## config.mk

```make
export PLATFORM = sky130hd
export DESIGN_NAME = pgarea_out_flat
export DESIGN_NICKNAME = d
export VERILOG_FILES = /design/src/rtl/pgarea_pkg.sv /design/src/rtl/pgarea_res_if.sv /design/src/rtl/pgarea_out.sv /design/src/flat_wrapper.sv
export SDC_FILE = /design/constraint.sdc
export NUM_CORES = 1
export LEC_CHECK = 0
export BUFFER_PORTS_ARGS = -buffer_cell sky130_fd_sc_hd__buf_2
export CORE_MARGIN = 10
export CORE_UTILIZATION = 40
export CTS_CLUSTER_SIZE = 8
export DETAILED_ROUTE_END_ITERATION = 10
export PLACE_DENSITY = 0.69
export SLEW_MARGIN = 5
export SYNTH_ARGS = -nofsm -noshare
export SYNTH_HDL_FRONTEND = slang
export SYNTH_SLANG_ARGS = --single-unit
```

## constraint.sdc

```tcl
create_clock -name clk_i -period 5.6 [get_ports clk_i]
set_input_delay 0.56 -clock clk_i [delete_from_list [all_inputs] [get_ports clk_i]]
set_output_delay 0.56 -clock clk_i [all_outputs]
set_load 0.03 [all_outputs]
```

## src/rtl/pgarea_pkg.sv

```systemverilog
// Shared constants and types of the polygon area / right-angle block.
// No dependencies; every other file of the block imports this package.
package pgarea_pkg;

  localparam int unsigned COORD_W          = 16;   // width of a coordinate on the port
  localparam int unsigned SUM_BITS         = 43;   // shoelace accumulator, wraps
  localparam int unsigned AREA_BITS        = 42;
  localparam int unsigned TOTAL_BITS       = 11;
  localparam int unsigned MIN_VERTICES     = 3;
  localparam int unsigned MAX_VERTICES_DEF = 1024;
  localparam int unsigned COORD_BITS_DEF   = 16;

  typedef enum logic [1:0] {
    ST_OK       = 2'd0,
    ST_TOO_FEW  = 2'd1,
    ST_TOO_MANY = 2'd2
  } status_e;

  // Per-vertex control that travels alongside the products.
  typedef struct packed {
    logic                  last;
    logic                  ok;        // last vertex of a valid polygon: add closing terms
    logic                  do_cross;  // cross term with the previous vertex counts
    logic                  do_dot0;   // angle at the previous vertex is tested
    logic [TOTAL_BITS-1:0] total;
    status_e               status;
  } ctl_t;

  // One finished polygon, before the magnitude is taken.
  typedef struct packed {
    logic [SUM_BITS-1:0]   sum;
    logic                  right;
    logic [TOTAL_BITS-1:0] total;
    status_e               status;
  } res_t;

endpackage

```

## src/rtl/pgarea_res_if.sv

```systemverilog
// Result channel: valid/ready handshake with one polygon result per beat.
// Depends on pgarea_pkg.
interface pgarea_res_if;
  import pgarea_pkg::*;

  logic                  valid;
  logic                  ready;
  logic [AREA_BITS-1:0]  twice_area;
  logic                  right_angle_found;
  logic [TOTAL_BITS-1:0] vertex_total;
  logic [1:0]            status;

  modport source (output valid, output twice_area, output right_angle_found,
                  output vertex_total, output status, input ready);
  modport sink   (input valid, input twice_area, input right_angle_found,
                  input vertex_total, input status, output ready);
endinterface

```

## src/rtl/pgarea_out.sv

```systemverilog
// Output register: takes the magnitude of the shoelace sum and drives the result
// channel. Depends on pgarea_pkg and pgarea_res_if.
module pgarea_out (
  input  logic             clk_i,
  input  logic             rst_ni,
  input  logic             r_valid_i,
  output logic             r_ready_o,
  input  pgarea_pkg::res_t r_i,
  pgarea_res_if.source     res_o
);
  import pgarea_pkg::*;

  logic                  o_valid_q, load;
  logic [SUM_BITS-1:0]   mag;
  logic [AREA_BITS-1:0]  area_q;
  logic                  right_q;
  logic [TOTAL_BITS-1:0] total_q;
  status_e               status_q;

  assign r_ready_o = !o_valid_q || res_o.ready;
  assign load      = r_valid_i && r_ready_o;

  // Two's complement magnitude; the most negative sum wraps, top bit dropped
  assign mag = r_i.sum[SUM_BITS-1] ? (~r_i.sum + 1'b1) : r_i.sum;

  always_ff @(posedge clk_i or negedge rst_ni) begin
    if (!rst_ni) begin
      o_valid_q <= 1'b0;
    end else if (load) begin
      o_valid_q <= 1'b1;
    end else if (res_o.ready) begin
      o_valid_q <= 1'b0;
    end
  end

  always_ff @(posedge clk_i) begin
    if (load) begin
      area_q   <= mag[AREA_BITS-1:0];
      right_q  <= r_i.right;
      total_q  <= r_i.total;
      status_q <= r_i.status;
    end
  end

  assign res_o.valid             = o_valid_q;
  assign res_o.twice_area        = area_q;
  assign res_o.right_angle_found = right_q;
  assign res_o.vertex_total      = total_q;
  assign res_o.status            = status_q;

endmodule

```

## src/flat_wrapper.sv

```systemverilog
// flat-port wrapper written by rule: the top's interface ports become plain ports
module pgarea_out_flat import pgarea_pkg::*;
  (clk_i, rst_ni, r_valid_i, r_ready_o, r_i, res_o_valid, res_o_twice_area, res_o_right_angle_found, res_o_vertex_total, res_o_status, res_o_ready);
  pgarea_res_if res_o_i ();
  input  logic clk_i;
  input  logic rst_ni;
  input  logic r_valid_i;
  output logic r_ready_o;
  input  pgarea_pkg::res_t r_i;
  output wire logic [$bits(res_o_i.valid)-1:0] res_o_valid;
  output wire logic [$bits(res_o_i.twice_area)-1:0] res_o_twice_area;
  output wire logic [$bits(res_o_i.right_angle_found)-1:0] res_o_right_angle_found;
  output wire logic [$bits(res_o_i.vertex_total)-1:0] res_o_vertex_total;
  output wire logic [$bits(res_o_i.status)-1:0] res_o_status;
  input wire logic [$bits(res_o_i.ready)-1:0] res_o_ready;
  assign res_o_valid = res_o_i.valid;
  assign res_o_twice_area = res_o_i.twice_area;
  assign res_o_right_angle_found = res_o_i.right_angle_found;
  assign res_o_vertex_total = res_o_i.vertex_total;
  assign res_o_status = res_o_i.status;
  assign res_o_i.ready = res_o_ready;
  pgarea_out u_core (.clk_i(clk_i), .rst_ni(rst_ni), .r_valid_i(r_valid_i), .r_ready_o(r_ready_o), .r_i(r_i), .res_o(res_o_i));
endmodule
```

Yosys cells after proc, flatten, opt, wreduce, memory -nomap -nowiden
Index checks and enable logic that the tools add are counted.
{"block": "totals", "output_inout_bits": 58, "register_bits": 57, "inputBits": 61}
{"block": "classes", "n_addsub": 1, "mux": 3, "n_reduce_logical": 4, "n_bitwise": 1}
{"operator": "adder 42 x 1 -> 42 bit (second input constant)", "n": 1}
{"operator": "2-to-1 mux 42 bit", "n": 1}
{"operator": "inverter 42 bit", "n": 1}
{"operator": "2-to-1 mux 1 bit", "n": 2}
{"operator": "nonzero test 2 bit", "n": 1}
{"operator": "logical AND 1 bit", "n": 1}
{"operator": "zero test 1 bit", "n": 1}
{"operator": "logical OR 1 bit", "n": 1}

Longest topological paths before layout
{"block": "depth", "word_depth": 4, "mapped_depth": 7, "mapped_depth_nobuf": 6}

Worst setup path after synthesis
No wires, ideal clock.
{"block": "synth_timing", "path_kind": "in2reg", "from": "input port res_o_ready", "to": "register u_core.right_q, in the netlist u_core.res_o.right_angle_found (enable)", "setup_time_ns": 0.419, "n_path_buf": 0, "stages": 2, "arrival_time_ns": 2.271, "slack_ns": 2.909, "required_time_ns": 5.181, "path_cell_list": "nand2b_1 -> and2_1"}
{"block": "synth_between", "elab_chain_len": 2}
{"element": "start, declared", "line": "flat_wrapper.sv:15", "rtl": "input wire logic [$bits(res_o_i.ready)-1:0] res_o_ready;"}
{"element": "logical OR 1 bit", "line": "pgarea_out.sv:20", "rtl": "assign r_ready_o = !o_valid_q || res_o.ready;"}
{"element": "logical AND 1 bit", "line": "pgarea_out.sv:21", "rtl": "assign load = r_valid_i && r_ready_o;"}
{"element": "net u_core.load", "line": "pgarea_out.sv:13", "rtl": "logic o_valid_q, load;"}
{"element": "end signal, assigned", "line": "pgarea_out.sv:39", "rtl": "right_q <= r_i.right;"}
{"element": "end, declared", "line": "pgarea_out.sv:16", "rtl": "logic right_q;"}
The timed path passes the listed nets, and every way through them passes these cells.
A chain may end at the register's enable or synchronous reset.

Final worst setup path
{"block": "layout_timing", "from": "input port r_i[15] in the netlist's numbering", "to": "register u_core.area_q[38], in the netlist u_core.res_o.twice_area[38], data pin"}
{"block": "layout_between", "elab_chain_len": 3}
{"element": "start, declared", "line": "flat_wrapper.sv:9", "rtl": "input pgarea_pkg::res_t r_i;"}
{"element": "inverter 42 bit", "line": "pgarea_out.sv:24", "rtl": "assign mag = r_i.sum[SUM_BITS-1] ? (~r_i.sum + 1'b1) : r_i.sum;"}
{"element": "adder 42 x 1 -> 42 bit", "line": "pgarea_out.sv:24"}
{"element": "2-to-1 mux 42 bit", "line": "pgarea_out.sv:24"}
{"element": "net u_core.mag[38]", "line": "pgarea_out.sv:14", "rtl": "logic [SUM_BITS-1:0] mag;"}
{"element": "end signal, assigned", "line": "pgarea_out.sv:38", "rtl": "area_q <= mag[AREA_BITS-1:0];"}
{"element": "end, declared", "line": "pgarea_out.sv:15", "rtl": "logic [AREA_BITS-1:0] area_q;"}
The timed path passes the listed nets, and every way through them passes these cells.

==> impl_metrics.toml <==
[die]
start_util = 0.4141
die_area_sq_mm = 0.01084
die_x_um = 104.1
ios = 119
fp-row-count = 30
coreArea_sq_mm = 0.006832
die_h_um = 104.1

[power_and_ir_drop]
p_switching_uw = 291.1
switching_share = 0.2737
seqPwrFrac = 0.483
leakagePower_nw = 1.364
power_frac_comb = 0.179
p_int_uw = 772.6
p_total_mw = 1.064
power_density_mw_per_mm2 = 287.4
pwr-share-clk = 0.338
ir_drop_mv = 0.09344

[yosys]
synth-edff-count = 56
yosys_warnings = 0
synthCells = 218
async_flop_share = 0.01754
synth_seq_cells = 57
synth_nets = 280
synth-main-ff-cell = "edfxtp_1"
avgSynthCellArea_sq_um = 12.98
ys_types = 37
synthesis.area_sq_mm = 0.002829
ys_seq_area_frac = 0.6033

[detailed_routing]
vias_per_cell = 5.161
finalWirelength_um = 7650
wl_per_cell_um = 17.35
drc = 0
vias = 2276
drtIter0Drc = 155
drtAntennaViolNets = 0
drt_pass1_iterations = 5

[run_status]
status = "complete, no violations"

[cells_and_area]
synthToLayoutAreaGrowth_pct = 30.83
mostFrequentLayoutCells = "buf_2, edfxtp_1, xnor2_1, o31ai_1, nand2_1"
final_common_cell = "buf_2"
nNetsFinal = 402
drive_gt1_frac = 0.4116
diodes = 0

[place]
gp_congestion = 0.7772
io_buffers = 118
hpwl_um = 5724

[setup_path]
path_max_fanout = 13
start_kind = "input pin"
cp.arrival_ps = 2480
rr_worst_depth = 3
max_stage_delay_ps = 600
path_cells = "buf_2, inv_1, ha_1, nor4b_1, nand4_1, o41ai_1, xnor2_1"
required_ps = 5670
end_kind = "flip-flop"
crit_type = "in -> reg"
ff2ff_setup_slack_ps = 4000
slowest_stage = "o41ai_1"

[sta]
relSlewSlack = 0.4710
worst_pin_slew_ps = 793.5
fin_crit_sh = 0.4306
drv_slew = 0
setup_viol = 0
fin_hold_ws_ps = 403.1
fin_skew_ps = 7.387
min_period_ps = 2412
rsz0062_at_grt = "false"
fin_setup_tns_ps = 0
finalHoldViolations = 0
fmax_mhz = 414.7

[clocking]
clockBufferDepth = 2
htreeDepth = 3
clockRootBuffer = "clkbuf_8"
cts.clk_slew.worst_paths_ps = 60
cts_tree = "yes"
numCtsBuffers = 9
cts_resized = 0
cts_num_sinks = 57
clkLatencyLatePin_ps = 330

[worst_hold_path]
hold_class = "in -> reg"
min_path_cells = 1

[global_routing]
grt_pass1_wl_um = 11790
grt_pass1_vias = 2245
grt_use_total = 0.1362
grt_max_degree = 57
antenna_found_initial = 0
globalRouteOverflowTotal = 0

[job]
drv_cap = 0
## cells by family after synthesis
kind of cell             after synthesis  synth area share
flip-flops                            57            0.6033
AND/OR/NAND/NOR                       64            0.1349
buffers and inverters                 15           0.02299
AO/OA/AOI/OAI                         44            0.1199
adder cells (fa/ha/maj)                1          0.004422
XOR/XNOR                              37            0.1146
## path summary, 6_finish.rpt
path | start | endpoint
max in group asynchronous | rst_ni | u_core.res_o.valid
min in group asynchronous | rst_ni | u_core.res_o.valid
worst min-delay path | r_i[11] | u_core.res_o.vertex_total[9]
worst min register to register | u_core.res_o.valid | u_core.res_o.valid
worst max register to register | u_core.res_o.valid | u_core.res_o.twice_area[19]
worst max-delay path | r_i[15] | u_core.res_o.twice_area[38]
## through the flow
stage | cell area (sq um) | setup WS (ps) | std cells | utilization
2_1_floorplan | 2829 | 2910 | 218 | -
3_3_place_gp | 3506 | 2918 | 424 | 0.5132
3_5_place_dp | 3506 | 2858 | 424 | 0.5132
4_1_cts | 3701 | 3208 | 441 | 0.5418
5_1_grt | 3701 | 2961 | 441 | 0.5418
6_report | 3701 | 3188 | 441 | 0.5418
## layout make-up
cell class                      instances  area [sq um]
Fill cell                             630          3131
Sequential cell                        57          1707
Multi-Input combinational cell        146          1059
Timing Repair Buffer                  120         608.1
Clock buffer                            9         123.9
Tap cell                               96         120.1
Clock inverter                          7         61.31
Inverter                                6         22.52
## registers in the layout (all words and copies together) (netlist names)
name,cells
u_core.res_o.right_angle_found,1
u_core.res_o.status,2
u_core.res_o.twice_area,42
u_core.res_o.valid,1
u_core.res_o.vertex_total,11
## power by group through the flow
stage / Clock, mW / Sequential, mW / Combinational, mW
floorplan: 0 / 0.582 / 0.0590
global placement: 0 / 0.522 / 0.188
detailed placement: 0 / 0.523 / 0.192
CTS: 0.370 / 0.514 / 0.193
global route: 0.393 / 0.516 / 0.205
finish: 0.360 / 0.513 / 0.191
## timing repair
item / 4_1_cts / 5_1_grt
setup endpoints to repair: 0 / 0
buffers inserted: 0 / 0
hold endpoints to repair: 1 / 0
hold buffers: 1 / 0
## critical path: cells and delay by family
| family | cells | cell delay (ps) |
|---|---|---|
| buffers and inverters | 2 | 200 |
| xor gates and xnor gates | 1 | 120 |
| AOI/OAI and AO/OA | 1 | 600 |
| adders and majority gates | 1 | 190 |
| and+or+nand+nor | 2 | 810 |
## metal layers
| layer | part of all wire | track usage | wire length [um] |
|---|---|---|---|
| met5 | 0 | 0 | 0 |
| met4 | 0.020 | 0.06163 | 151 |
| met2 | 0.46 | 0.2099 | 3506 |
| met1 | 0.44 | 0.1609 | 3367 |
| met3 | 0.082 | 0.05824 | 625 |
## synth_stat cells, types with 2 or more instances
cell / count / area share
inv_1: 6 / 0.0080
or4_4: 2 / 0.0080
nor3_1: 5 / 0.0088
nand3_1: 4 / 0.0071
nor2b_1: 4 / 0.0088
o41ai_1: 11 / 0.034
o211ai_1: 3 / 0.0080
nand3b_1: 3 / 0.0080
nor4_1: 6 / 0.013
nand2b_1: 4 / 0.0088
or4_1: 3 / 0.0080
o21ai_0: 7 / 0.012
nand2_1: 12 / 0.016
o21a_1: 2 / 0.0053
nor2_1: 5 / 0.0066
or2_2: 2 / 0.0044
clkbuf_1: 6 / 0.0080
nand4_1: 2 / 0.0044
edfxtp_1: 56 / 0.59
xnor2_1: 37 / 0.11
a211oi_1: 3 / 0.0080
or3_1: 5 / 0.011
o31ai_1: 16 / 0.042
No activity file was read; power rests on OpenSTA's default activity.
