<file path="src/rtl/pgarea_pkg.sv">
// Shared constants and types of the polygon area / right-angle block.
// No dependencies; every other file of the block imports this package.
package pgarea_pkg;

  localparam int unsigned COORD_W          = 16;   // width of a coordinate on the port
  localparam int unsigned SUM_BITS         = 43;   // shoelace accumulator, wraps
  localparam int unsigned AREA_BITS        = 42;
  localparam int unsigned TOTAL_BITS       = 11;
  localparam int unsigned MIN_VERTICES     = 3;
  localparam int unsigned MAX_VERTICES_DEF = 1024;
  localparam int unsigned COORD_BITS_DEF   = 16;

  typedef enum logic [1:0] {
    ST_OK       = 2'd0,
    ST_TOO_FEW  = 2'd1,
    ST_TOO_MANY = 2'd2
  } status_e;

  // Per-vertex control that travels alongside the products.
  typedef struct packed {
    logic                  last;
    logic                  ok;        // last vertex of a valid polygon: add closing terms
    logic                  do_cross;  // cross term with the previous vertex counts
    logic                  do_dot0;   // angle at the previous vertex is tested
    logic [TOTAL_BITS-1:0] total;
    status_e               status;
  } ctl_t;

  // One finished polygon, before the magnitude is taken.
  typedef struct packed {
    logic [SUM_BITS-1:0]   sum;
    logic                  right;
    logic [TOTAL_BITS-1:0] total;
    status_e               status;
  } res_t;

endpackage

</file>
<file path="src/rtl/pgarea_accum.sv">
// Term stage and accumulator: forms cross terms and right-angle tests, keeps the
// running shoelace sum and hands a finished polygon on. Depends on pgarea_pkg.
module pgarea_accum #(
  parameter int unsigned COORD_BITS = pgarea_pkg::COORD_BITS_DEF
) (
  input  logic                            clk_i,
  input  logic                            rst_ni,
  input  logic                            s1_valid_i,
  output logic                            s1_ready_o,
  input  pgarea_pkg::ctl_t                s1_ctl_i,
  input  logic signed [2*COORD_BITS-1:0]  cr_a_i,
  input  logic signed [2*COORD_BITS-1:0]  cr_b_i,
  input  logic signed [2*COORD_BITS-1:0]  cl_a_i,
  input  logic signed [2*COORD_BITS-1:0]  cl_b_i,
  input  logic signed [2*COORD_BITS+1:0]  d0_a_i,
  input  logic signed [2*COORD_BITS+1:0]  d0_b_i,
  input  logic signed [2*COORD_BITS+1:0]  d1_a_i,
  input  logic signed [2*COORD_BITS+1:0]  d1_b_i,
  input  logic signed [2*COORD_BITS+1:0]  d2_a_i,
  input  logic signed [2*COORD_BITS+1:0]  d2_b_i,
  output logic                            r_valid_o,
  input  logic                            r_ready_i,
  output pgarea_pkg::res_t                r_o
);
  import pgarea_pkg::*;

  localparam int unsigned PW = 2 * COORD_BITS + 2;
  localparam int unsigned TW = (2 * COORD_BITS + 1 > SUM_BITS) ? 2 * COORD_BITS + 1
                                                                : SUM_BITS;

  logic signed [PW:0]   dot0, dot1, dot2;
  logic signed [TW-1:0] c1, c2, tsum;
  logic                 right_d;

  logic                s2_valid_q, s2_valid_d, s2_go, s2_free, r_free;
  ctl_t                s2_ctl_q;
  logic [SUM_BITS-1:0] s2_term_q;
  logic                s2_right_q;

  logic [SUM_BITS-1:0] sum_q, sum_nxt;
  logic                right_q;
  logic                r_valid_q;
  res_t                r_q;

  assign dot0 = (PW+1)'(d0_a_i) + (PW+1)'(d0_b_i);
  assign dot1 = (PW+1)'(d1_a_i) + (PW+1)'(d1_b_i);
  assign dot2 = (PW+1)'(d2_a_i) + (PW+1)'(d2_b_i);

  assign c1   = TW'(cr_a_i) - TW'(cr_b_i);
  assign c2   = TW'(cl_a_i) - TW'(cl_b_i);
  assign tsum = (s1_ctl_i.do_cross ? c1 : '0) + (s1_ctl_i.ok ? c2 : '0);

  // Zero dot product, zero-length edges included, counts as a right angle
  assign right_d = (s1_ctl_i.do_dot0 && (dot0 == '0)) ||
                   (s1_ctl_i.ok && ((dot1 == '0) || (dot2 == '0)));

  // Non-final beats are absorbed here; a final one needs room in the result register
  assign r_free     = !r_valid_q || r_ready_i;
  assign s2_go      = s2_valid_q && (!s2_ctl_q.last || r_free);
  assign s2_free    = !s2_valid_q || s2_go;
  assign s1_ready_o = s2_free;

  always_comb begin
    s2_valid_d = s2_valid_q;
    if (s1_valid_i && s2_free) begin
      s2_valid_d = 1'b1;
    end else if (s2_go) begin
      s2_valid_d = 1'b0;
    end
  end

  assign sum_nxt = sum_q + s2_term_q;

  always_ff @(posedge clk_i or negedge rst_ni) begin
    if (!rst_ni) begin
      s2_valid_q <= 1'b0;
      sum_q      <= '0;
      right_q    <= 1'b0;
      r_valid_q  <= 1'b0;
    end else begin
      s2_valid_q <= s2_valid_d;
      if (s2_go) begin
        if (s2_ctl_q.last) begin
          sum_q   <= '0;
          right_q <= 1'b0;
        end else begin
          sum_q   <= sum_nxt;
          right_q <= right_q | s2_right_q;
        end
      end
      if (s2_go && s2_ctl_q.last) begin
        r_valid_q <= 1'b1;
      end else if (r_ready_i) begin
        r_valid_q <= 1'b0;
      end
    end
  end

  always_ff @(posedge clk_i) begin
    if (s1_valid_i && s2_free) begin
      s2_ctl_q   <= s1_ctl_i;
      s2_term_q  <= tsum[SUM_BITS-1:0];
      s2_right_q <= right_d;
    end
    if (s2_go && s2_ctl_q.last) begin
      r_q.sum    <= s2_ctl_q.ok ? sum_nxt : '0;
      r_q.right  <= s2_ctl_q.ok && (right_q || s2_right_q);
      r_q.total  <= s2_ctl_q.total;
      r_q.status <= s2_ctl_q.status;
    end
  end

  assign r_valid_o = r_valid_q;
  assign r_o       = r_q;

endmodule

</file>
<file path="config.mk">
export PLATFORM = sky130hd
export DESIGN_NAME = pgarea_accum
export DESIGN_NICKNAME = d
export VERILOG_FILES = /design/src/rtl/pgarea_pkg.sv /design/src/rtl/pgarea_accum.sv
export SDC_FILE = /design/constraint.sdc
export NUM_CORES = 1
export LEC_CHECK = 0
export ABC_AREA = 1
export BUFFER_PORTS_ARGS = -buffer_cell sky130_fd_sc_hd__buf_2
export CORE_MARGIN = 3
export CORE_UTILIZATION = 35
export CTS_BUF_LIST = sky130_fd_sc_hd__clkbuf_16
export DETAILED_ROUTE_END_ITERATION = 8
export GPL_TIMING_DRIVEN = 0
export HOLD_SLACK_MARGIN = 0.06
export PLACE_DENSITY_LB_ADDON = 0.08
export SLEW_MARGIN = 20
export SYNTH_ARGS = -nofsm -noshare
export SYNTH_HDL_FRONTEND = slang
export SYNTH_SLANG_ARGS = --single-unit
</file>
<file path="constraint.sdc">
create_clock -name clk_i -period 2.5 [get_ports clk_i]
set_input_delay 0.5 -clock clk_i [delete_from_list [all_inputs] [get_ports clk_i]]
set_output_delay 0.5 -clock clk_i [all_outputs]
set_load 0.005 [all_outputs]
</file>
# ---- Yosys cells after proc, flatten, opt, wreduce, memory -nomap -nowiden
# Index checks and enable logic that the tools add are counted.
dict set report classes {
  addsub 7
  n_mul 0
  div 0
  magnitude_cmp 0
  eq_ne 0
  shift 0
  n_mux 8
  bitwise_logic 1
  n_reduce_logical 20
}
# cell n
set ops {}
lappend ops {{two-way mux 43 bit} 3}
lappend ops {{adder 34 x 34 -> 35 bit} 3}
lappend ops {{zero test 35 bit} 3}
lappend ops {{adder 43 bit} 2}
lappend ops {{subtractor 32 x 32 -> 33 bit} 2}
lappend ops {{logical AND 1 bit} 6}
lappend ops {{logical OR 1 bit} 6}
lappend ops {{two-way mux 1 bit} 5}
lappend ops {{nonzero test 2 bit} 2}
lappend ops {{zero test 1 bit} 3}
lappend ops {{bitwise OR 1 bit} 1}
dict set report totals {
  reg_bits 162
  latchBits 0
  mem_bits_rw 0
  romBits 0
  in_bits 353
  out_inout_bits 59
  wordCells 50
  n_memories 0
}

# ---- Logic depth before layout (Yosys ltp)
# Gate-level depths: netlist (run 1).
dict set report depth {
  word_depth 7
  mapped_depth 25
  depth_no_buf 25
}

# ---- Worst setup path after synthesis (run 1)
# OpenSTA, ideal clock, no wires.
dict set report synth_timing {
  path_kind {in2reg}
  startpoint {in cl_a_i[0]}
  endpoint {reg s2_term_q[32] (data pin)}
  setup_ps 269
  arrival_ps 3509
  required_time_ps 2231
  path_slack_ps -1278
  cell_stages 22
  n_path_buf 0
  path_cell_list {inv_1 > ha_1 > fa_1 > inv_1 > nand3_1 > nand2_1 > a21oi_1 > o21ai_1 > a21oi_1 > o21bai_1 > a21boi_1 > xor2_1 > nor2_1 > ha_1 > nand2_1 > inv_1 > a21oi_1 > o21ai_0 > a21oi_1 > o21ai_2 > a21o_2 > xor2_1}
}
dict set report synth_between {
  elab_chain_cells 3
}
# element line_no
set synth_rtl {}
lappend synth_rtl {{start: declaration} pgarea_accum.sv:13} ;# input logic signed [2*COORD_BITS-1:0] cl_a_i,
lappend synth_rtl {{subtractor 32 x 32 -> 33 bit} pgarea_accum.sv:50} ;# assign c2 = TW'(cl_a_i) - TW'(cl_b_i);
lappend synth_rtl {{two-way mux 43 bit} pgarea_accum.sv:51} ;# assign tsum = (s1_ctl_i.do_cross ? c1 : '0) + (s1_ctl_i.ok ? c2 : '0);
lappend synth_rtl {{adder 43 bit} pgarea_accum.sv:51}
lappend synth_rtl {{via tsum[32]} pgarea_accum.sv:32} ;# logic signed [TW-1:0] c1, c2, tsum;
lappend synth_rtl {{end signal: assignment} pgarea_accum.sv:102} ;# s2_term_q <= tsum[SUM_BITS-1:0];
lappend synth_rtl {{end: declaration} pgarea_accum.sv:37} ;# logic [SUM_BITS-1:0] s2_term_q;
# The timed path passes the listed nets, and every way through them passes these cells.
# A chain may end at the register's enable or synchronous reset.

# ---- Worst setup path in the final report (run 1)
# Same ends and word-level chain as after synthesis.

==> summary.txt, run 1 <==
GRT
-------------------------------------------------------------------------------------------------
Via count of the first global-routing pass .........................................        22731
Number of antenna violations at the first check in global routing ..................            7
Wire length of the first global-routing pass .......................................    117000 µm
Maximum number of pins on one net before global-route repair .......................           49
GRT Resource Usage Total ...........................................................        22.8%
Gr ovfl total ......................................................................            0

STA
-------------------------------------------------------------------------------------------------
Number of failing setup endpoints in the final timing report .......................           38
Fin. max-slew vios .................................................................            0
Worst-case hold slack ..............................................................      96.9 ps
Final Hold Vio Count ...............................................................            0
RSZ-0062 raised after global routing ...............................................          yes
Actual slew at the worst max-slew pin ..............................................       666 ps
Achievable clock frequency .........................................................      284 MHz
Final-layout setup total negative slack ............................................    -24760 ps
Crit path setup slack, layout ......................................................     -1020 ps
Part of the cycle the worst path needs .............................................         141%
Rel. slew slack ....................................................................        55.6%
Clock skew .........................................................................      7.08 ps
Period minus WS final ..............................................................      3520 ps

FLOORPLAN
-------------------------------------------------------------------------------------------------
Number of top-level pins ...........................................................          412
Width of the die ...................................................................       253 µm
Effective utilization at floorplan .................................................        35.7%
Std cell rows ......................................................................           89
Core region area ...................................................................    59600 µm²
Full die area ......................................................................    63800 µm²
Die Y-Extent .......................................................................       253 µm

POWER
-------------------------------------------------------------------------------------------------
Power density normalized to cell area ..............................................   617 nW/µm²
Maximum resistive drop on vdd ......................................................   0.000548 V
Total power ........................................................................      17.9 mW
Static Leakage .....................................................................      14.0 nW

FINAL LAYOUT
-------------------------------------------------------------------------------------------------
Area growth syn-to-layout ..........................................................        36.8%
Final core occ .....................................................................        48.9%
Share of post-route cells with drive strength above 1 ..............................        28.4%
Fill cells .........................................................................         6195
Total number of nets in the final design ...........................................         4522

SYNTHESIS
-------------------------------------------------------------------------------------------------
Area fraction of the dominant cell type after synthesis ............................        16.4%
EDFF count, synth ..................................................................          116
Yosys warning count ................................................................            0
Share of flip-flops with an asynchronous set or reset ..............................        28.4%
Post-synthesis instance total ......................................................         3365
Post-Syn Area per Cell .............................................................     6.32 µm²
Most used DFF post-synth ........................................................... sky130_fd_sc_hd__edfxtp_1
Cell area after synthesis ..........................................................    21300 µm²
Net count after synthesis ..........................................................         3966
Sequential fraction of the synthesis area ..........................................        21.8%
Top area cells in the synthesized netlist .......................................... sky130_fd_sc_hd__edfxtp_1 (16%), sky130_fd_sc_hd__nand2_1 (16%), sky130_fd_sc_hd__ha_1 (14%), sky130_fd_sc_hd__inv_1 (9.2%), sky130_fd_sc_hd__nor2_1 (7.6%)
Number of distinct library cell variants in the gate-level netlist after synthesis .           50
Cell type contributing the most total cell area after synthesis .................... sky130_fd_sc_hd__edfxtp_1
Synthesis-stage register bit count .................................................          162

CLOCK TREE
-------------------------------------------------------------------------------------------------
Number of CTS-inserted buffers .....................................................           17
Sinks on Clock Net .................................................................          162
Clock tree from TritonCTS ..........................................................        built
Number of buffers on the longest clock path ........................................            2
Hold buffers post-CTS ..............................................................            0
Clock slew at reported path FFs ....................................................        70 ps
Clk root buf ....................................................................... sky130_fd_sc_hd__clkbuf_16
H-tree level count .................................................................            4
Worst-skew pair later-pin latency ..................................................       440 ps

DRT
-------------------------------------------------------------------------------------------------
DRC violations left ................................................................            0
ANT nets after route ...............................................................            0
Wire length after detailed routing .................................................     76400 µm
TritonRoute pass-1 iters ...........................................................            5
Wire length per cell ...............................................................      16.2 µm
Violation count after the first detailed-route iteration ...........................         1193
Vias per std cell ..................................................................         5.01
Total vias in the final route ......................................................        23570

CRITICAL PATH
-------------------------------------------------------------------------------------------------
CP max FO ..........................................................................            6
Element type at the critical path end ..............................................     register
Critical Path AT ...................................................................      3690 ps
Req. time, crit path ...............................................................      2670 ps
Start-to-end type of the worst setup path ..........................................    in -> reg
Startpoint Class ...................................................................    input pin

STATUS
-------------------------------------------------------------------------------------------------
Failing checks ..................................................................... negative setup slack
Result of the run .................................................................. finished, violations left

PLACE
-------------------------------------------------------------------------------------------------
Half-perimeter wire length after placement .........................................     63700 µm
Count of buffers inserted at the top-level ports ...................................          410
Worst setup timing slack at the placement stage ....................................     -1890 ps
RD Place Congestion ................................................................        0.909

HOLD PATH
-------------------------------------------------------------------------------------------------
Worst hold path type ...............................................................  in -> async

FLOW RUN
-------------------------------------------------------------------------------------------------
Max-capacitance violation count ....................................................            0

-- layout by cell type, fill, tap and decap left out, drive strengths merged, types with 3 or more instances in the layout --
cell	n
clkbuf	32
nand2	898
o22ai	5
o21ai	198
nor4	15
nand4	30
xnor2	38
nor3b	4
and2	6
a21o	18
a31oi	24
a221oi	5
a211oi	4
o211ai	8
dfrtp	46
fa	7
xor2	65
o221ai	6
a21oi	319
a21boi	18
nand3b	26
nor3	49
buf	540
clkinv	6
o21a	21
o2111ai	3
inv	527
nor2	440
ha	241
o21bai	32
nand3	177
edfxtp	116
-- metrics by stage --
stage                     cell area, µm²  instances
after global placement             24700       4548
final                              29100       4708
after CTS                          27100       4658
after detailed placement           24700       4550
after floorplan                    21700       3365
after global routing               29100       4707
-- final timing paths --
path	start	end	slack, ps	depth (start not counted)
setup / recovery	cl_a_i[0]	s2_term_q[32]	-1020	23
hold / removal	rst_ni	right_q	100	1
setup reg to reg	s2_term_q[3]	r_o[48]	30	10
hold reg to reg	s2_ctl_q[11]	r_o[11]	420	0
max in group asynchronous	rst_ni	sum_q[27]	1960	1
min in group clk_i	s1_ctl_i[11]	s2_ctl_q[11]	240	1
-- cell type report --
type	count	area [µm²]	area share (%)
multi-input combinational	2664	17700	60.7
sequential	162	4630	15.9
timing repair buffer	537	3210	11.0
inverter	521	1990	6.83
tap	773	967	3.32
clock buffer	17	425	1.46
clock inverter	15	134	0.460
buffer	18	72.6	0.249
antenna	1	2.50	0.00860
-- power by group --
part / internal (mW) / leakage [nW] / switching [mW]
Sequential: 3.71 / 1.72 / 0.400
Combinational: 4.50 / 12.0 / 6.84
Clock: 1.38 / 0.281 / 1.12
-- registers in the layout (all words and copies together), names as in the netlist --
signal and cells:
s2_valid_q 1, s2_term_q 43, s2_ctl_q 15, r_valid_o 1, r_o 57, sum_q 43
s2_right_q 1, right_q 1
-- worst max-delay path, stage by stage --
cell	delay, ps
sky130_fd_sc_hd__buf_8	80
sky130_fd_sc_hd__inv_8	30
sky130_fd_sc_hd__ha_4	150
sky130_fd_sc_hd__fa_2	330
sky130_fd_sc_hd__inv_2	60
sky130_fd_sc_hd__nand3_2	70
sky130_fd_sc_hd__nand2_4	100
sky130_fd_sc_hd__a21oi_4	70
sky130_fd_sc_hd__o21ai_4	200
sky130_fd_sc_hd__a21oi_2	80
sky130_fd_sc_hd__o21bai_1	180
sky130_fd_sc_hd__buf_4	150
sky130_fd_sc_hd__o21ai_1	60
sky130_fd_sc_hd__a21oi_2	200
sky130_fd_sc_hd__ha_4	250
sky130_fd_sc_hd__nand2_4	100
sky130_fd_sc_hd__inv_1	50
sky130_fd_sc_hd__a21oi_2	150
sky130_fd_sc_hd__o21ai_1	120
sky130_fd_sc_hd__a21oi_2	220
sky130_fd_sc_hd__o21ai_4	110
sky130_fd_sc_hd__a21o_4	270
sky130_fd_sc_hd__xor2_1	150
-- synth_stat cells (2+ instances only) --
cell and count:
sky130_fd_sc_hd__a221oi_1 5, sky130_fd_sc_hd__nor3b_1 4, sky130_fd_sc_hd__o21bai_1 32, sky130_fd_sc_hd__a21oi_1 313, sky130_fd_sc_hd__o21a_1 21, sky130_fd_sc_hd__nand3_1 176
sky130_fd_sc_hd__and2_1 6, sky130_fd_sc_hd__xor2_1 65, sky130_fd_sc_hd__and3_1 2, sky130_fd_sc_hd__nor3_2 2, sky130_fd_sc_hd__o21ai_2 13, sky130_fd_sc_hd__a211oi_1 4
sky130_fd_sc_hd__a21boi_2 4, sky130_fd_sc_hd__o21ai_1 19, sky130_fd_sc_hd__edfxtp_1 116, sky130_fd_sc_hd__nand3b_1 26, sky130_fd_sc_hd__o211ai_1 8, sky130_fd_sc_hd__o2111ai_1 3
sky130_fd_sc_hd__a22o_1 2, sky130_fd_sc_hd__a21boi_1 10, sky130_fd_sc_hd__o21ai_0 166, sky130_fd_sc_hd__a21o_1 17, sky130_fd_sc_hd__nor2_1 433, sky130_fd_sc_hd__clkbuf_1 16
sky130_fd_sc_hd__a21oi_2 6, sky130_fd_sc_hd__o22ai_1 5, sky130_fd_sc_hd__nand2_1 892, sky130_fd_sc_hd__nand4_1 30, sky130_fd_sc_hd__nor3_1 47, sky130_fd_sc_hd__a31oi_1 24
sky130_fd_sc_hd__nor2_2 7, sky130_fd_sc_hd__fa_1 7, sky130_fd_sc_hd__ha_1 241, sky130_fd_sc_hd__nand2_2 6, sky130_fd_sc_hd__inv_1 519, sky130_fd_sc_hd__a21boi_0 4
sky130_fd_sc_hd__nor4_2 2, sky130_fd_sc_hd__xnor2_1 38, sky130_fd_sc_hd__o221ai_1 6, sky130_fd_sc_hd__nor4_1 13, sky130_fd_sc_hd__dfrtp_1 46
-- cell families (layout without fill, tap and decap cells) --
family                     count (synthesis)  count (layout)  share of synthesized area [%]
AOI/OAI and AO/OA                        665             665                           17.8
xor gates and xnor gates                 103             103                           4.24
adders and majority gates                248             248                           14.8
buffers and inverters                    539            1108                           9.52
DFF                                      162             162                           21.8
other                                      0               1                              0
and+or+nand+nor                         1648            1648                           31.9
-- layer usage --
layer | GRT usage (%) | part of all wire [%] | vias up
met1 | 31.5 | 47 | 10666
met5 | 0 | 0.093 | -
li1 | - | - | 12221
met4 | 5.42 | 2.2 | 14
met3 | 2.25 | 4.1 | 105
met2 | 38.4 | 46 | 564
-- timing repair --
| item | in CTS | in global routing |
|---|---|---|
| pin swaps | 107 | 133 |
| endpoints found under the setup margin | 58 | 80 |
| buffers inserted | 78 | 50 |
| resized for setup | 270 | 357 |
No activity file was read; power rests on OpenSTA's default activity.
==> run 2: changes to the inputs <==
--- a/config.mk
+++ b/config.mk
@@ -15,3 +15,3 @@
 export HOLD_SLACK_MARGIN = 0.06
-export PLACE_DENSITY_LB_ADDON = 0.08
+export PLACE_DENSITY_LB_ADDON = 0.15
 export SLEW_MARGIN = 20
==> constraint.sdc (replaced) <==
create_clock -name clk_i -period 2.5 [get_ports clk_i]
set_input_delay 0.125 -clock clk_i [delete_from_list [all_inputs] [get_ports clk_i]]
set_output_delay 0.125 -clock clk_i [all_outputs]
set_load 0.005 [all_outputs]
==> run 2 against run 1 <==
  * The flow still finishes with violations (negative setup slack)
  * Worst hold slack got worse by 7.3 ps
  * Critical path depth did not move
  * Global-route usage fell by 0.34 points
  * Die area did not move
  * Largest cell class unchanged
  * Largest power group unchanged
==> summary.txt, run 2 (synthesis results as in run 1) <==
STA
----------------------------------------------------------------------------------
Crit path setup slack, layout .......................................      -560 ps
Part of the cycle the worst path needs ..............................         122%
RSZ-0062 raised after global routing ................................          yes
Worst-case hold slack ...............................................      89.6 ps
Period minus WS final ...............................................      3060 ps
Fin. max-slew vios ..................................................            0
Final Hold Vio Count ................................................            0
Number of failing setup endpoints in the final timing report ........           31
Actual slew at the worst max-slew pin ...............................       695 ps
Achievable clock frequency ..........................................      327 MHz
Rel. slew slack .....................................................        53.7%
Clock skew ..........................................................      9.64 ps
Final-layout setup total negative slack .............................    -11090 ps

GRT
----------------------------------------------------------------------------------
GRT Resource Usage Total ............................................        22.4%
Gr ovfl total .......................................................            0
Via count of the first global-routing pass ..........................        22858
Wire length of the first global-routing pass ........................    116000 µm
Most crowded layer after global routing .............................         met2
Maximum number of pins on one net before global-route repair ........           58
GRT met2 Usage ......................................................        38.1%
Met3 routing resource usage after global routing ....................        2.98%
Met1 Track Usage GR .................................................        30.5%
Number of antenna violations at the first check in global routing ...            7

HOLD PATH
----------------------------------------------------------------------------------
Worst hold path type ................................................    in -> reg
End point of the most critical hold path ............................ s2_ctl_q[15]
Number of cells traversed by the worst hold path ....................            1
Worst hold path startpoint .......................................... s1_ctl_i[15]

FLOORPLAN
----------------------------------------------------------------------------------
Width of the die ....................................................       253 µm
Full die area .......................................................    63800 µm²
Effective utilization at floorplan ..................................        35.7%
Die Y-Extent ........................................................       253 µm
Number of top-level pins ............................................          412
Core region area ....................................................    59600 µm²
Std cell rows .......................................................           89

CRITICAL PATH
----------------------------------------------------------------------------------
Req. time, crit path ................................................      2670 ps
Launch instance of the worst register-to-register path .............. s2_term_q[10]
Length in cells of the worst reg-to-reg path ........................           15
CP max FO ...........................................................            6
Startpoint Class ....................................................    input pin
Start-to-end type of the worst setup path ...........................    in -> reg
Critical Path AT ....................................................      3230 ps
Worst R2R End .......................................................      r_o[47]
Worst reg2reg setup slack ...........................................        40 ps
Element type at the critical path end ...............................     register

FINAL LAYOUT
----------------------------------------------------------------------------------
Post-layout instance area ...........................................    28700 µm²
Combined area of the multi-input logic cells ........................    17100 µm²
Leading cell types in the layout, fill and taps excluded ............ sky130_fd_sc_hd__nand2_1 (835), sky130_fd_sc_hd__inv_1 (491), sky130_fd_sc_hd__buf_2 (401)
Most common cell after layout, fill and taps aside .................. sky130_fd_sc_hd__nand2_1
Fill cells ..........................................................         6176
Flip-flop count of the largest register, all copies and words added .           57
Share of post-route cells with drive strength above 1 ...............        26.2%
Number of standard cells in the layout, taps in and fillers out .....         4718
Area growth syn-to-layout ...........................................        34.8%
Total number of nets in the final design ............................         4532
Register cell area after layout .....................................     4630 µm²

POWER
----------------------------------------------------------------------------------
Static Leakage ......................................................      14.0 nW
Power density normalized to cell area ...............................   630 nW/µm²
Maximum resistive drop on vdd .......................................   0.000550 V

DRT
----------------------------------------------------------------------------------
DRC violations left .................................................            0
Wire length after detailed routing ..................................     74900 µm
TritonRoute pass-1 iters ............................................            5
ANT nets after route ................................................            0
Total vias in the final route .......................................        23615
Vias per std cell ...................................................         5.01
Violation count after the first detailed-route iteration ............         1173
Wire length per cell ................................................      15.9 µm

CLOCK TREE
----------------------------------------------------------------------------------
H-tree level count ..................................................            4
Number of CTS-inserted buffers ......................................           17
Clock tree from TritonCTS ...........................................        built
Clock slew at reported path FFs .....................................        70 ps
Worst-skew pair later-pin latency ...................................       430 ps
Clk root buf ........................................................ sky130_fd_sc_hd__clkbuf_16
Sinks on Clock Net ..................................................          162
Number of buffers on the longest clock path .........................            2

FLOW RUN
----------------------------------------------------------------------------------
Max-capacitance violation count .....................................            0

PLACE
----------------------------------------------------------------------------------
Half-perimeter wire length after placement ..........................     62400 µm
Total placed cells including tap cells ..............................         4549
Worst setup timing slack at the placement stage .....................     -1500 ps
Count of buffers inserted at the top-level ports ....................          410
RD Place Congestion .................................................        0.935
Instance area at placement ..........................................    24600 µm²

STATUS
----------------------------------------------------------------------------------
Result of the run ................................................... finished, violations left
Failing checks ...................................................... negative setup slack

-- run 2: changes by cell type in the layout (fill, tap and decap cells not counted), moves of 7 or more --
cell | before | now
sky130_fd_sc_hd__nand2_1 | 814 | 835
sky130_fd_sc_hd__a21oi_1 | 195 | 209
sky130_fd_sc_hd__nor2_1 | 375 | 382
sky130_fd_sc_hd__ha_2 | 17 | 25
sky130_fd_sc_hd__nand2_2 | 64 | 51
sky130_fd_sc_hd__ha_4 | 76 | 63
sky130_fd_sc_hd__a21oi_2 | 98 | 89
sky130_fd_sc_hd__nand2_4 | 20 | 12
sky130_fd_sc_hd__nand3_1 | 159 | 168
sky130_fd_sc_hd__dlygate4sd3_1 | 0 | 17
sky130_fd_sc_hd__inv_2 | 30 | 22
-- run 2: critical path, cell delays in order --
cell and delay (ps):
sky130_fd_sc_hd__buf_12 100, sky130_fd_sc_hd__inv_8 30, sky130_fd_sc_hd__ha_4 150, sky130_fd_sc_hd__fa_2 330
sky130_fd_sc_hd__inv_2 70, sky130_fd_sc_hd__nand3_2 80, sky130_fd_sc_hd__nand2_4 100, sky130_fd_sc_hd__a21oi_4 60
sky130_fd_sc_hd__o21ai_2 190, sky130_fd_sc_hd__a21oi_2 110, sky130_fd_sc_hd__o21bai_2 190, sky130_fd_sc_hd__a21boi_1 100
sky130_fd_sc_hd__xor2_1 210, sky130_fd_sc_hd__nor2_2 80, sky130_fd_sc_hd__ha_4 170, sky130_fd_sc_hd__a21oi_2 140
sky130_fd_sc_hd__inv_1 110, sky130_fd_sc_hd__a21oi_2 160, sky130_fd_sc_hd__o21ai_2 90, sky130_fd_sc_hd__a21oi_2 110
sky130_fd_sc_hd__o21ai_2 100, sky130_fd_sc_hd__a21o_4 260, sky130_fd_sc_hd__xor2_1 150
-- run 2: worst max path at each step --
stage          depth (start not counted)  slack, ps             to  startpoint
2_1_floorplan                         22       -720  s2_term_q[32]   cl_a_i[0]
3_3_place_gp                          22      -1490  s2_term_q[37]   cl_a_i[0]
3_5_place_dp                          22      -1500  s2_term_q[31]   cl_a_i[0]
4_1_cts                               26       -480  s2_term_q[32]   cr_a_i[0]
5_1_grt                               19       -680  s2_term_q[37]  cl_b_i[18]
6_report                              23       -560  s2_term_q[32]   cl_a_i[0]
-- run 2: what timing repair did --
action | 4_1_cts | 5_1_grt
resized for setup | 249 | 267
buffers inserted | 79 | 44
hold buffers | 17 | 0
endpoints found under the setup margin | 52 | 85
endpoints found under the hold margin | 62 | 0
pin swaps | 109 | 103
-- run 2: stage by stage --
step	utilization [%]	power [mW]
4_1_cts	45.7	16.7
3_3_place_gp	41.3	12.9
3_5_place_dp	41.4	12.9
5_1_grt	48.1	19.5
2_1_floorplan	-	10.1
6_report	48.1	18.1
-- run 2: layout make-up --
cell class	count	share of cell area, %
Multi-Input combinational cell	2664	59.6
Sequential cell	162	16.2
Timing Repair Buffer	547	11.5
Inverter	521	6.92
Tap cell	773	3.37
Clock buffer	17	1.48
Clock inverter	15	0.729
Buffer	18	0.253
Antenna cell	1	0.00873
-- run 2: routing by layer --
layer	wire length, µm	vias up
met4	1380	10
met2	34700	598
met1	34700	10659
met3	4130	94
li1	-	12254
met5	57	-
-- run 2: power breakdown --
part / internal, mW / switching, mW / total [mW]
Sequential: 3.71 / 0.396 / 4.10
Clock: 1.46 / 1.27 / 2.74
Combinational: 4.42 / 6.81 / 11.2
